===== src/hw/rtl/animation_frame_sequencer_defines.svh =====
// Assertion macros used by the frame sequencer top level.
`ifndef ANIMATION_FRAME_SEQUENCER_DEFINES_SVH
`define ANIMATION_FRAME_SEQUENCER_DEFINES_SVH

// Antecedent implies consequent in the same cycle.
`define AFS_ASSERT_SAME(lbl, clk, rst, ante, cons) \
  lbl: assert property (@(posedge clk) disable iff (rst) (ante) |-> (cons)) \
    else $error("afs: same-cycle check failed");

// Antecedent implies consequent in the next cycle.
`define AFS_ASSERT_NEXT(lbl, clk, rst, ante, cons) \
  lbl: assert property (@(posedge clk) disable iff (rst) (ante) |=> (cons)) \
    else $error("afs: next-cycle check failed");

`endif


===== src/hw/rtl/afs_pkg.sv =====
// Types and constants of the animation frame sequencer.
package afs_pkg;

  // Payload widths
  localparam int OPCODE_W   = 3;
  localparam int ELAPSED_W  = 16;
  localparam int FRAME_W    = 8;
  localparam int CFG_IDX_W  = 2;
  localparam int CFG_DATA_W = 16;
  localparam int MODE_W     = 2;
  localparam int COUNT_W    = 9;
  localparam int PERIOD_W   = 16;

  // Opcodes
  localparam logic [OPCODE_W-1:0] OP_TICK   = 3'd0;
  localparam logic [OPCODE_W-1:0] OP_START  = 3'd1;
  localparam logic [OPCODE_W-1:0] OP_STOP   = 3'd2;
  localparam logic [OPCODE_W-1:0] OP_RESUME = 3'd3;
  localparam logic [OPCODE_W-1:0] OP_RESET  = 3'd4;

  // Play modes
  localparam logic [MODE_W-1:0] MODE_ONCE    = 2'd0;
  localparam logic [MODE_W-1:0] MODE_LOOP    = 2'd1;
  localparam logic [MODE_W-1:0] MODE_PP      = 2'd2;
  localparam logic [MODE_W-1:0] MODE_PP_ONCE = 2'd3;

  // Register indexes
  localparam logic [CFG_IDX_W-1:0] REG_MODE   = 2'd0;
  localparam logic [CFG_IDX_W-1:0] REG_COUNT  = 2'd1;
  localparam logic [CFG_IDX_W-1:0] REG_PERIOD = 2'd2;

  // Register reset values
  localparam logic [MODE_W-1:0]   MODE_RST   = MODE_LOOP;
  localparam logic [COUNT_W-1:0]  COUNT_RST  = 9'd1;
  localparam logic [PERIOD_W-1:0] PERIOD_RST = 16'd1000;

  // Controller to datapath
  typedef struct packed {
    logic load;   // take the accepted beat
    logic step;   // subtract one period, advance one frame
    logic emit;   // load the result register
  } afs_cmd_t;

  // Datapath to controller
  typedef struct packed {
    logic more;   // a whole period is still held during a tick
  } afs_stat_t;

endpackage


===== src/hw/rtl/afs_item_if.sv =====
// Input item channel: opcode and elapsed time.
interface afs_item_if import afs_pkg::*; ();
  logic                 valid;
  logic                 ready;
  logic [OPCODE_W-1:0]  opcode;
  logic [ELAPSED_W-1:0] elapsed;

  modport source (output valid, opcode, elapsed, input ready);
  modport sink (input valid, opcode, elapsed, output ready);
endinterface


===== src/hw/rtl/afs_result_if.sv =====
// Result channel: frame index and play flags.
interface afs_result_if import afs_pkg::*; ();
  logic               valid;
  logic               ready;
  logic [FRAME_W-1:0] frame_index;
  logic               playing;
  logic               reversing;

  modport source (output valid, frame_index, playing, reversing, input ready);
  modport sink (input valid, frame_index, playing, reversing, output ready);
endinterface


===== src/hw/rtl/afs_cfg_if.sv =====
// Configuration write channel: register index and data.
interface afs_cfg_if import afs_pkg::*; ();
  logic                  valid;
  logic                  ready;
  logic [CFG_IDX_W-1:0]  index;
  logic [CFG_DATA_W-1:0] data;

  modport source (output valid, index, data, input ready);
  modport sink (input valid, index, data, output ready);
endinterface


===== src/hw/rtl/afs_ctrl.sv =====
// Sequencer controller: accepts a beat, steps the frame loop, issues the result.
module afs_ctrl import afs_pkg::*; (
  input  logic      clk,
  input  logic      rst,
  input  logic      item_valid,
  output logic      item_ready,
  output logic      out_valid,
  input  logic      out_ready,
  input  afs_stat_t stat,
  output afs_cmd_t  cmd
);

  localparam logic [1:0] ST_IDLE = 2'd0;
  localparam logic [1:0] ST_RUN  = 2'd1;
  localparam logic [1:0] ST_EMIT = 2'd2;

  logic [1:0] state;
  logic [1:0] state_next;
  logic       out_valid_next;

  // Next state and commands
  always_comb begin
    state_next = state;
    cmd        = '0;
    item_ready = (state == ST_IDLE);
    case (state)
      ST_IDLE: begin
        if (item_valid) begin
          cmd.load   = 1'b1;
          state_next = ST_RUN;
        end
      end
      ST_RUN: begin
        if (stat.more) begin
          cmd.step = 1'b1;
        end else begin
          state_next = ST_EMIT;
        end
      end
      ST_EMIT: begin
        // result register free or being drained this cycle
        if (!out_valid || out_ready) begin
          cmd.emit   = 1'b1;
          state_next = ST_IDLE;
        end
      end
      default: state_next = ST_IDLE;
    endcase
  end

  // Result valid flag
  always_comb begin
    out_valid_next = out_valid;
    if (cmd.emit) begin
      out_valid_next = 1'b1;
    end else if (out_ready) begin
      out_valid_next = 1'b0;
    end
  end

  always_ff @(posedge clk) begin
    if (rst) begin
      state     <= ST_IDLE;
      out_valid <= 1'b0;
    end else begin
      state     <= state_next;
      out_valid <= out_valid_next;
    end
  end

endmodule


===== src/hw/rtl/afs_dp.sv =====
// Sequencer datapath: config registers, time accumulator, frame state, result register.
module afs_dp import afs_pkg::*; #(
  parameter int MAX_FRAMES = 256,
  parameter int TIME_BITS  = 16
) (
  input  logic                  clk,
  input  logic                  rst,
  input  logic                  cfg_we,
  input  logic [CFG_IDX_W-1:0]  cfg_index,
  input  logic [CFG_DATA_W-1:0] cfg_data,
  input  logic [OPCODE_W-1:0]   opcode,
  input  logic [ELAPSED_W-1:0]  elapsed,
  input  afs_cmd_t              cmd,
  output afs_stat_t             stat,
  output logic [FRAME_W-1:0]    frame_index,
  output logic                  playing,
  output logic                  reversing
);

  localparam int FW = $clog2(MAX_FRAMES);
  localparam int TW = TIME_BITS;
  localparam int AW = TIME_BITS + 1;

  // Configuration
  logic [MODE_W-1:0]   play_mode;
  logic [COUNT_W-1:0]  frame_count;
  logic [PERIOD_W-1:0] frame_period;

  // Sequence state
  logic [AW-1:0] acc;
  logic [FW-1:0] cur;
  logic          rev;
  logic          run;
  logic          loop_pend;

  logic [TW-1:0]      period_eff;
  logic [TW-1:0]      elapsed_m;
  logic [COUNT_W-1:0] count_nz;
  logic [FW-1:0]      last;
  logic               at_last;
  logic               at_zero;
  logic [FW-1:0]      cur_adv;
  logic               rev_adv;
  logic               run_adv;

  // Effective period, elapsed and last frame
  always_comb begin
    elapsed_m  = TW'(elapsed);
    period_eff = TW'(frame_period);
    if (period_eff == '0) begin
      period_eff = TW'(1);
    end
    count_nz = (frame_count == '0) ? COUNT_W'(1) : frame_count;
    if (32'(count_nz) > 32'(MAX_FRAMES)) begin
      last = FW'(MAX_FRAMES - 1);
    end else begin
      last = FW'(count_nz - COUNT_W'(1));
    end
  end

  assign stat.more = loop_pend && (acc >= AW'(period_eff));

  // One frame advance by play mode
  always_comb begin
    cur_adv = cur;
    rev_adv = rev;
    run_adv = run;
    at_last = (cur >= last);
    at_zero = (cur == '0);
    case (play_mode)
      MODE_ONCE: begin
        if (!at_last) cur_adv = cur + FW'(1);
        else          run_adv = 1'b0;
      end
      MODE_LOOP: begin
        cur_adv = at_last ? '0 : cur + FW'(1);
      end
      MODE_PP: begin
        if (!rev) begin
          if (!at_last) begin
            cur_adv = cur + FW'(1);
          end else begin
            rev_adv = 1'b1;
            if (!at_zero) cur_adv = cur - FW'(1);
          end
        end else begin
          if (!at_zero) begin
            cur_adv = cur - FW'(1);
          end else begin
            rev_adv = 1'b0;
            if (!at_last) cur_adv = cur + FW'(1);
          end
        end
      end
      MODE_PP_ONCE: begin
        if (!rev) begin
          if (!at_last) begin
            cur_adv = cur + FW'(1);
          end else begin
            rev_adv = 1'b1;
            if (!at_zero) cur_adv = cur - FW'(1);
          end
        end else begin
          if (!at_zero) cur_adv = cur - FW'(1);
          else          run_adv = 1'b0;
        end
      end
      default: ;
    endcase
  end

  // Config and sequence state
  always_ff @(posedge clk) begin
    if (rst) begin
      play_mode    <= MODE_RST;
      frame_count  <= COUNT_RST;
      frame_period <= PERIOD_RST;
      acc          <= '0;
      cur          <= '0;
      rev          <= 1'b0;
      run          <= 1'b1;
      loop_pend    <= 1'b0;
    end else begin
      if (cfg_we) begin
        case (cfg_index)
          REG_MODE:   play_mode    <= cfg_data[MODE_W-1:0];
          REG_COUNT:  frame_count  <= cfg_data[COUNT_W-1:0];
          REG_PERIOD: frame_period <= cfg_data[PERIOD_W-1:0];
          default: ;
        endcase
      end
      if (cmd.load) begin
        loop_pend <= (opcode == OP_TICK) && run;
        case (opcode)
          OP_TICK: begin
            if (run) acc <= acc + AW'(elapsed_m);
          end
          OP_START: begin
            acc <= '0;
            cur <= '0;
            rev <= 1'b0;
            run <= 1'b1;
          end
          OP_STOP:   run <= 1'b0;
          OP_RESUME: run <= 1'b1;
          OP_RESET: begin
            acc <= '0;
            cur <= '0;
            rev <= 1'b0;
            run <= 1'b0;
          end
          default: ;
        endcase
      end
      if (cmd.step) begin
        acc <= acc - AW'(period_eff);
        cur <= cur_adv;
        rev <= rev_adv;
        run <= run_adv;
      end
    end
  end

  // Result register
  always_ff @(posedge clk) begin
    if (cmd.emit) begin
      frame_index <= FRAME_W'(cur);
      playing     <= run;
      reversing   <= rev;
    end
  end

endmodule


===== src/hw/rtl/animation_frame_sequencer.sv =====
// Top level of the animation frame sequencer.
// Channels: item (opcode, elapsed) in, result (frame_index, playing, reversing)
// out, cfg (index, data) register writes; a beat moves when valid and ready are
// both high. Every item beat gives exactly one result beat: the state after it.
// A tick while playing adds elapsed to the time accumulator; the datapath then
// subtracts one frame period and advances the frame once per cycle until less
// than a period is held. Start and reset clear the accumulator; stop and resume
// change no time. The item is loaded in the idle state; the run state steps once
// per whole period consumed (none for commands and stopped ticks); the emit state
// then writes the result register, whose valid flag is registered. One item is
// worked at a time; the next is taken only after the frame advance loop and the result write.
// The result register decouples the sides: a new item is taken while the last
// result waits; a stalled receiver holds the block only when the next result
// is ready to be written.
// Config writes are always accepted and must happen while the block is idle.
// Reset (rst, synchronous): loop mode, one frame, period 1000, frame 0, forward,
// playing, result channel empty.
`include "animation_frame_sequencer_defines.svh"

module animation_frame_sequencer import afs_pkg::*; #(
  parameter int MAX_FRAMES = 256,
  parameter int TIME_BITS  = 16
) (
  input  logic         clk,
  input  logic         rst,
  afs_item_if.sink     item,
  afs_result_if.source result,
  afs_cfg_if.sink      cfg
);

  afs_cmd_t  cmd;
  afs_stat_t stat;

  assign cfg.ready = 1'b1;

  afs_ctrl u_ctrl (
    .clk        (clk),
    .rst        (rst),
    .item_valid (item.valid),
    .item_ready (item.ready),
    .out_valid  (result.valid),
    .out_ready  (result.ready),
    .stat       (stat),
    .cmd        (cmd)
  );

  afs_dp #(
    .MAX_FRAMES (MAX_FRAMES),
    .TIME_BITS  (TIME_BITS)
  ) u_dp (
    .clk         (clk),
    .rst         (rst),
    .cfg_we      (cfg.valid),
    .cfg_index   (cfg.index),
    .cfg_data    (cfg.data),
    .opcode      (item.opcode),
    .elapsed     (item.elapsed),
    .cmd         (cmd),
    .stat        (stat),
    .frame_index (result.frame_index),
    .playing     (result.playing),
    .reversing   (result.reversing)
  );

  // Checks
  `AFS_ASSERT_NEXT(a_one_item, clk, rst, item.valid && item.ready, !item.ready)
  `AFS_ASSERT_NEXT(a_emit_valid, clk, rst, cmd.emit, result.valid)
  `AFS_ASSERT_SAME(a_step_busy, clk, rst, cmd.step, !item.ready && !cmd.emit)

endmodule

===== src/flat_wrapper.sv =====
// flat-port wrapper written by rule: the top's interface ports become plain ports
module animation_frame_sequencer_flat import afs_pkg::*;
#(
  parameter int MAX_FRAMES = 256,
  parameter int TIME_BITS  = 16
)
  (clk, rst, item_valid, item_opcode, item_elapsed, item_ready, result_valid, result_frame_index, result_playing, result_reversing, result_ready, cfg_valid, cfg_index, cfg_data, cfg_ready);
  afs_item_if item_i ();
  afs_result_if result_i ();
  afs_cfg_if cfg_i ();
  input  logic clk;
  input  logic rst;
  input wire logic [$bits(item_i.valid)-1:0] item_valid;
  input wire logic [$bits(item_i.opcode)-1:0] item_opcode;
  input wire logic [$bits(item_i.elapsed)-1:0] item_elapsed;
  output wire logic [$bits(item_i.ready)-1:0] item_ready;
  output wire logic [$bits(result_i.valid)-1:0] result_valid;
  output wire logic [$bits(result_i.frame_index)-1:0] result_frame_index;
  output wire logic [$bits(result_i.playing)-1:0] result_playing;
  output wire logic [$bits(result_i.reversing)-1:0] result_reversing;
  input wire logic [$bits(result_i.ready)-1:0] result_ready;
  input wire logic [$bits(cfg_i.valid)-1:0] cfg_valid;
  input wire logic [$bits(cfg_i.index)-1:0] cfg_index;
  input wire logic [$bits(cfg_i.data)-1:0] cfg_data;
  output wire logic [$bits(cfg_i.ready)-1:0] cfg_ready;
  assign item_i.valid = item_valid;
  assign item_i.opcode = item_opcode;
  assign item_i.elapsed = item_elapsed;
  assign item_ready = item_i.ready;
  assign result_valid = result_i.valid;
  assign result_frame_index = result_i.frame_index;
  assign result_playing = result_i.playing;
  assign result_reversing = result_i.reversing;
  assign result_i.ready = result_ready;
  assign cfg_i.valid = cfg_valid;
  assign cfg_i.index = cfg_index;
  assign cfg_i.data = cfg_data;
  assign cfg_ready = cfg_i.ready;
  animation_frame_sequencer #(.MAX_FRAMES(MAX_FRAMES), .TIME_BITS(TIME_BITS)) u_core (.clk(clk), .rst(rst), .item(item_i), .result(result_i), .cfg(cfg_i));
endmodule

===== config.mk =====
export PLATFORM = sky130hd
export DESIGN_NAME = animation_frame_sequencer_flat
export DESIGN_NICKNAME = d
export VERILOG_FILES = /design/src/hw/rtl/afs_pkg.sv /design/src/hw/rtl/afs_item_if.sv /design/src/hw/rtl/afs_result_if.sv /design/src/hw/rtl/afs_cfg_if.sv /design/src/hw/rtl/afs_ctrl.sv /design/src/hw/rtl/afs_dp.sv /design/src/hw/rtl/animation_frame_sequencer.sv /design/src/flat_wrapper.sv
export VERILOG_INCLUDE_DIRS = /design/src /design/src/hw/rtl
export SDC_FILE = /design/constraint.sdc
export NUM_CORES = 1
export LEC_CHECK = 0
export BUFFER_PORTS_ARGS = -buffer_cell sky130_fd_sc_hd__buf_2
export CORE_ASPECT_RATIO = 1.4
export CORE_MARGIN = 3
export CORE_UTILIZATION = 29
export CTS_BUF_LIST = sky130_fd_sc_hd__clkbuf_4
export DETAILED_ROUTE_END_ITERATION = 10
export GPL_TIMING_DRIVEN = 0
export PLACE_DENSITY = 0.42
export SYNTH_ARGS = -nofsm -noshare
export SYNTH_HDL_FRONTEND = slang
export SYNTH_SLANG_ARGS = --single-unit
export TNS_END_PERCENT = 20

===== constraint.sdc =====
create_clock -name clk -period 5.3 [get_ports clk]
set_input_delay 1.06 -clock clk [delete_from_list [all_inputs] [get_ports clk]]
set_output_delay 1.06 -clock clk [all_outputs]
set_load 0.03 [all_outputs]

==> results.env <==
RUN_STATUS='finished, final reports clean'
COMBINATIONAL_FAMILY_WITH_THE_MOST_AREA_AFTER_SYNTHESIS='compound AO/OA/AOI/OAI gates'
LAYOUT-DRIVE-GT1-SHARE_PCT=12.6
BASIC_GATE_SHARE_OF_THE_SYNTHESIZED_AREA_COUNTING_AND_OR_NAND_AND_NOR_CELLS_PCT=20.6
STARTING_DRT_DRC_COUNT=252
VDD_IR_DROP_MAX_mV=0.0716
BUFS_ON_LONGEST_CLOCK_PATH=2
MAPPEDNETLISTAREA_SQ_UM=5330
TIMING.FINAL.MAX_SLEW_VIOLATIONS=0
CRITICAL_PATH_ARRIVAL_NS=4.25
RSZ0062_AT_GRT='no'
CRITICAL_PATH_DEPTH=16
SYNTHFLOPTYPE='sky130_fd_sc_hd__dfxtp_1'
LAYOUT_COMMONEST_CELL='sky130_fd_sc_hd__nand2_1'
FIRST_GLOBAL_VIAS=5171
FINALNONFILLERCELLS=962
LAYOUT-AREA-OVERHEAD-VS-SYNTH_PCT=13.4
DIE_W_MICRONS=121
DIE_Y_MICRONS=166
CTS_BUFFERS=9
CRIT_TYPE='register to register'
YOSYSWARNINGS=0
LEAKAGEPOWER_nW=2.57
SYNTH-ADDER-AREA-SHARE_PCT=12.5
SETUP.WORST_PATH.START_CLASS='register'
GLOBAL_ROUTE.USAGE.TOTAL_PCT=17.1
TIMING.RR.END='u_core.u_dp.cur[1]'
IO_PINS=55
ACHIEVABLE-FREQUENCY_MHz=256
FINAL_AREA_SQ_UM=6050
ANTENNA_LEFT=0
SETUP_VIOL=0
WORSTMARGINPINSLEW_NS=1.08
SLOWEST_STAGE='sky130_fd_sc_hd__a311oi_1'
CLKLATENCYLATEPIN_NS=0.44
FINALCRITPERIODSHARE_PCT=73.7
START_UTIL_PCT=29.6
ROUTE.DETAILED.DRC=0
TRITONCTS='yes'
FP-ROW-COUNT=58
RR_WORST_DEPTH=16
FIRST_PASS_DRT_ITERATIONS=5
TIMING.MAX_SLEW.REL_SLACK_PCT=26.8
POST_SYNTH_INST_COUNT=652
CP_SLOWEST_STAGE_DELAY_NS=0.45
YOSYS.CELL_TYPES.COUNT=75
GRT_MAX_DEGREE=15
FILLER_CELL_COUNT=2037
DEEPEST_LEVEL_OF_THE_CTS_H_TREE=3
DETAILEDPLACEMENTHPWL_MICRONS=13700
MEAN_POST_SYNTH_CELL_AREA_SQ_UM=8.18
RR_STARTPOINT='u_core.u_dp.frame_count[8]'
POST-CTS-SETUP-BUFFER-COUNT=0
CLOCK-SKEW-FINAL_NS=0.0231
NUM_CLOCK_SINKS=68
SYNTH_NETS=746
WORSTSETUPENDPOINTTYPE='register'
PLACE_CONGESTION=0.862
FP.COREAREA_SQ_UM=18000
REPORT.FINAL.HOLD_VIOL_COUNT=0
WORST_PATH_REQUIRED_TIME_NS=5.64
STORAGE_ELEMENT_AREA_SQ_UM=1460
NUMBER_OF_ENABLE_TYPE_REGISTER_CELLS_IN_THE_SYNTHESIZED_NETLIST=10
HOLDCRITPATHCLASS='register to register'
YS_ASYNC_SR_FRACTION_PCT=0
INITIAL_ANTENNA_VIOLATION_COUNT=1
TIMING.HOLD.WS_NS=0.448
NUMBER_OF_REGISTER_BITS_INFERRED_BY_SYNTHESIS=68
WL_PER_CELL_MICRONS=17.5
CRIT_END='u_core.u_dp.cur[1]'
CAP_VIOLATIONS=0
FINALCRITICALPERIOD_NS=3.91
DETAILROUTE.VIA_COUNT=5027
CTSROOTBUFFERMASTER='sky130_fd_sc_hd__clkbuf_4'
FLOORPLAN.DIE_AREA_SQ_UM=20100
MULTI_INPUT_AREA_SQ_UM=3590
PORT_BUFFERS=53
HOLDBUFCOUNTCTS=0
CLOCK_SLEW_AT_REPORTED_PATH_FFS_NS=0.14
PWR_DENSITY_CELL_nW_PER_UM2=218
VIA_PER_INST=5.23
TIMING.CRITICAL_PATH.MAX_DELAY_FAMILY='compound AO/OA/AOI/OAI gates'
SETUP.WORST_PATH.START='u_core.u_dp.frame_count[8]'
FIN_NETS=810
COMPOUND_GATE_FRACTION_OF_SYNTH_AREA_PCT=26.0
ORDERED_CELL_LIST_FOR_THE_CRITICAL_PATH='clkbuf_1 > nor4_1 > a21oi_1 > ha_1 > nand3_1 > nand2_1 > nand2_1 > ha_1 > nand2b_4 > a2111o_1 > a311oi_1 > buf_4 > o21ai_1 > a221oi_1 > o211ai_1 > a32o_1'
CTS_RESIZED=0
WL_MICRONS=16800
PLACED_CELLS=945
CRITICAL_PATH.MAX_FANOUT=10
POST_SYNTH_XOR_AREA_FRACTION_PCT=6.41
GRT.OVERFLOW.TOTAL=0
GRT_FIRST_PASS_WIRELENGTH_MICRONS=27400
SYNTH.AREA.MUX_SHARE_PCT=1.69
FF2FF_SETUP_SLACK_NS=1.39
LAYOUT.CELLS.MOST_COMMON_LIST='74 x sky130_fd_sc_hd__nand2_1, 60 x sky130_fd_sc_hd__buf_2, 58 x sky130_fd_sc_hd__dfxtp_1, 50 x sky130_fd_sc_hd__ha_1, 47 x sky130_fd_sc_hd__a21oi_1'
PLACEMENT.CELL_AREA_SQ_UM=5900
CRITPATHBUFINV=2
SETUP_TNS_NS=0
SYNTH.YOSYS.SEQ_AREA_SHARE_PCT=27.4
[per-layer routing]
| metal | vias up | GRT usage [%] | routed length, microns |
|---|---|---|---|
| met2 | 107 | 32.2 | 9070 |
| met5 | - | 0 | 0 |
| met1 | 2344 | 19.5 | 6910 |
| li1 | 2554 | - | - |
| met4 | 0 | 5.57 | 344 |
| met3 | 22 | 2.17 | 521 |
[through the flow]
| step | setup slack (ns) | power, W | util [%] |
|---|---|---|---|
| 2_1_floorplan | 1.91 | 0.000829 | - |
| 3_3_place_gp | 1.39 | 0.000933 | 32.8 |
| 3_5_place_dp | 1.36 | 0.000937 | 32.8 |
| 4_1_cts | 1.35 | 0.00134 | 33.6 |
| 5_1_grt | 1.11 | 0.00139 | 33.6 |
| 6_report | 1.39 | 0.00132 | 33.6 |
[how the worst min path moves through the flow]
stage                     from                     to  cells past startpoint
6_report       u_core.u_dp.rev  u_core.u_dp.reversing                      0
2_1_floorplan  u_core.u_dp.rev  u_core.u_dp.reversing                      0
5_1_grt        u_core.u_dp.rev  u_core.u_dp.reversing                      0
3_5_place_dp   u_core.u_dp.rev  u_core.u_dp.reversing                      0
3_3_place_gp   u_core.u_dp.rev  u_core.u_dp.reversing                      0
4_1_cts        u_core.u_dp.rev  u_core.u_dp.reversing                      0
[registers in the layout (all words and copies together) (netlist names)]
signal                    cells
u_core.u_ctrl.out_valid       1
u_core.u_ctrl.state           2
u_core.u_dp.acc              17
u_core.u_dp.cur               8
u_core.u_dp.frame_count       9
u_core.u_dp.frame_index       8
u_core.u_dp.frame_period     16
u_core.u_dp.loop_pend         1
u_core.u_dp.play_mode         2
u_core.u_dp.playing           1
u_core.u_dp.rev               1
u_core.u_dp.reversing         1
u_core.u_dp.run               1
[cells by family (layout without fill, tap and decap cells)]
group,count (synthesis),in the layout
and+or+nand+nor,224,224
muxes,9,9
xor gates and xnor gates,39,39
other,1,2
AOI/OAI and AO/OA,191,191
adders and majority gates,52,52
DFF,68,68
buffers and inverters,68,137
[layout make-up]
class / instances / area share [%]
antenna: 1 / 0.0414
inverter: 37 / 2.32
tap: 240 / 4.96
buffer: 31 / 2.38
timing repair buffer: 53 / 4.39
sequential: 68 / 24.2
multi-input combinational: 516 / 59.3
clock buffer: 9 / 1.12
clock inverter: 7 / 1.34
[synthesized netlist by cell type, types with 4 or more instances]
library cell	number	share of area (%)
sky130_fd_sc_hd__nand2_1	74	5.2
sky130_fd_sc_hd__ha_1	50	12
sky130_fd_sc_hd__a311o_1	4	0.75
sky130_fd_sc_hd__edfxtp_1	10	5.6
sky130_fd_sc_hd__xor2_1	11	1.8
sky130_fd_sc_hd__nor2_1	43	3.0
sky130_fd_sc_hd__a21oi_1	47	4.4
sky130_fd_sc_hd__a221oi_1	14	2.3
sky130_fd_sc_hd__a211o_1	5	0.82
sky130_fd_sc_hd__nor4_1	10	1.2
sky130_fd_sc_hd__and3_1	8	0.94
sky130_fd_sc_hd__o21a_1	6	0.84
sky130_fd_sc_hd__nor2b_1	8	0.94
sky130_fd_sc_hd__o21ai_0	16	1.5
sky130_fd_sc_hd__a22o_1	4	0.66
sky130_fd_sc_hd__a311oi_1	5	0.82
sky130_fd_sc_hd__and2_1	7	0.82
sky130_fd_sc_hd__xnor2_1	28	4.6
sky130_fd_sc_hd__mux2i_1	9	1.7
sky130_fd_sc_hd__inv_1	35	2.5
sky130_fd_sc_hd__a211oi_1	21	3.0
sky130_fd_sc_hd__nand3_1	18	1.7
sky130_fd_sc_hd__nor3_1	20	1.9
sky130_fd_sc_hd__buf_2	7	0.66
sky130_fd_sc_hd__dfxtp_1	58	22
sky130_fd_sc_hd__o211ai_1	15	2.1
sky130_fd_sc_hd__or3_1	8	0.94
sky130_fd_sc_hd__a31oi_1	4	0.47
sky130_fd_sc_hd__clkbuf_1	19	1.3
sky130_fd_sc_hd__a21o_1	11	1.5
sky130_fd_sc_hd__nand2b_1	10	1.2
[report_power, final]
| group | internal (W) | switching, W |
|---|---|---|
| clock network | 0.000152 | 0.000243 |
| logic | 0.000149 | 0.000218 |
| registers | 0.000542 | 0.0000167 |
| total | 0.000843 | 0.000477 |
Power figures use the tool's default switching activity.
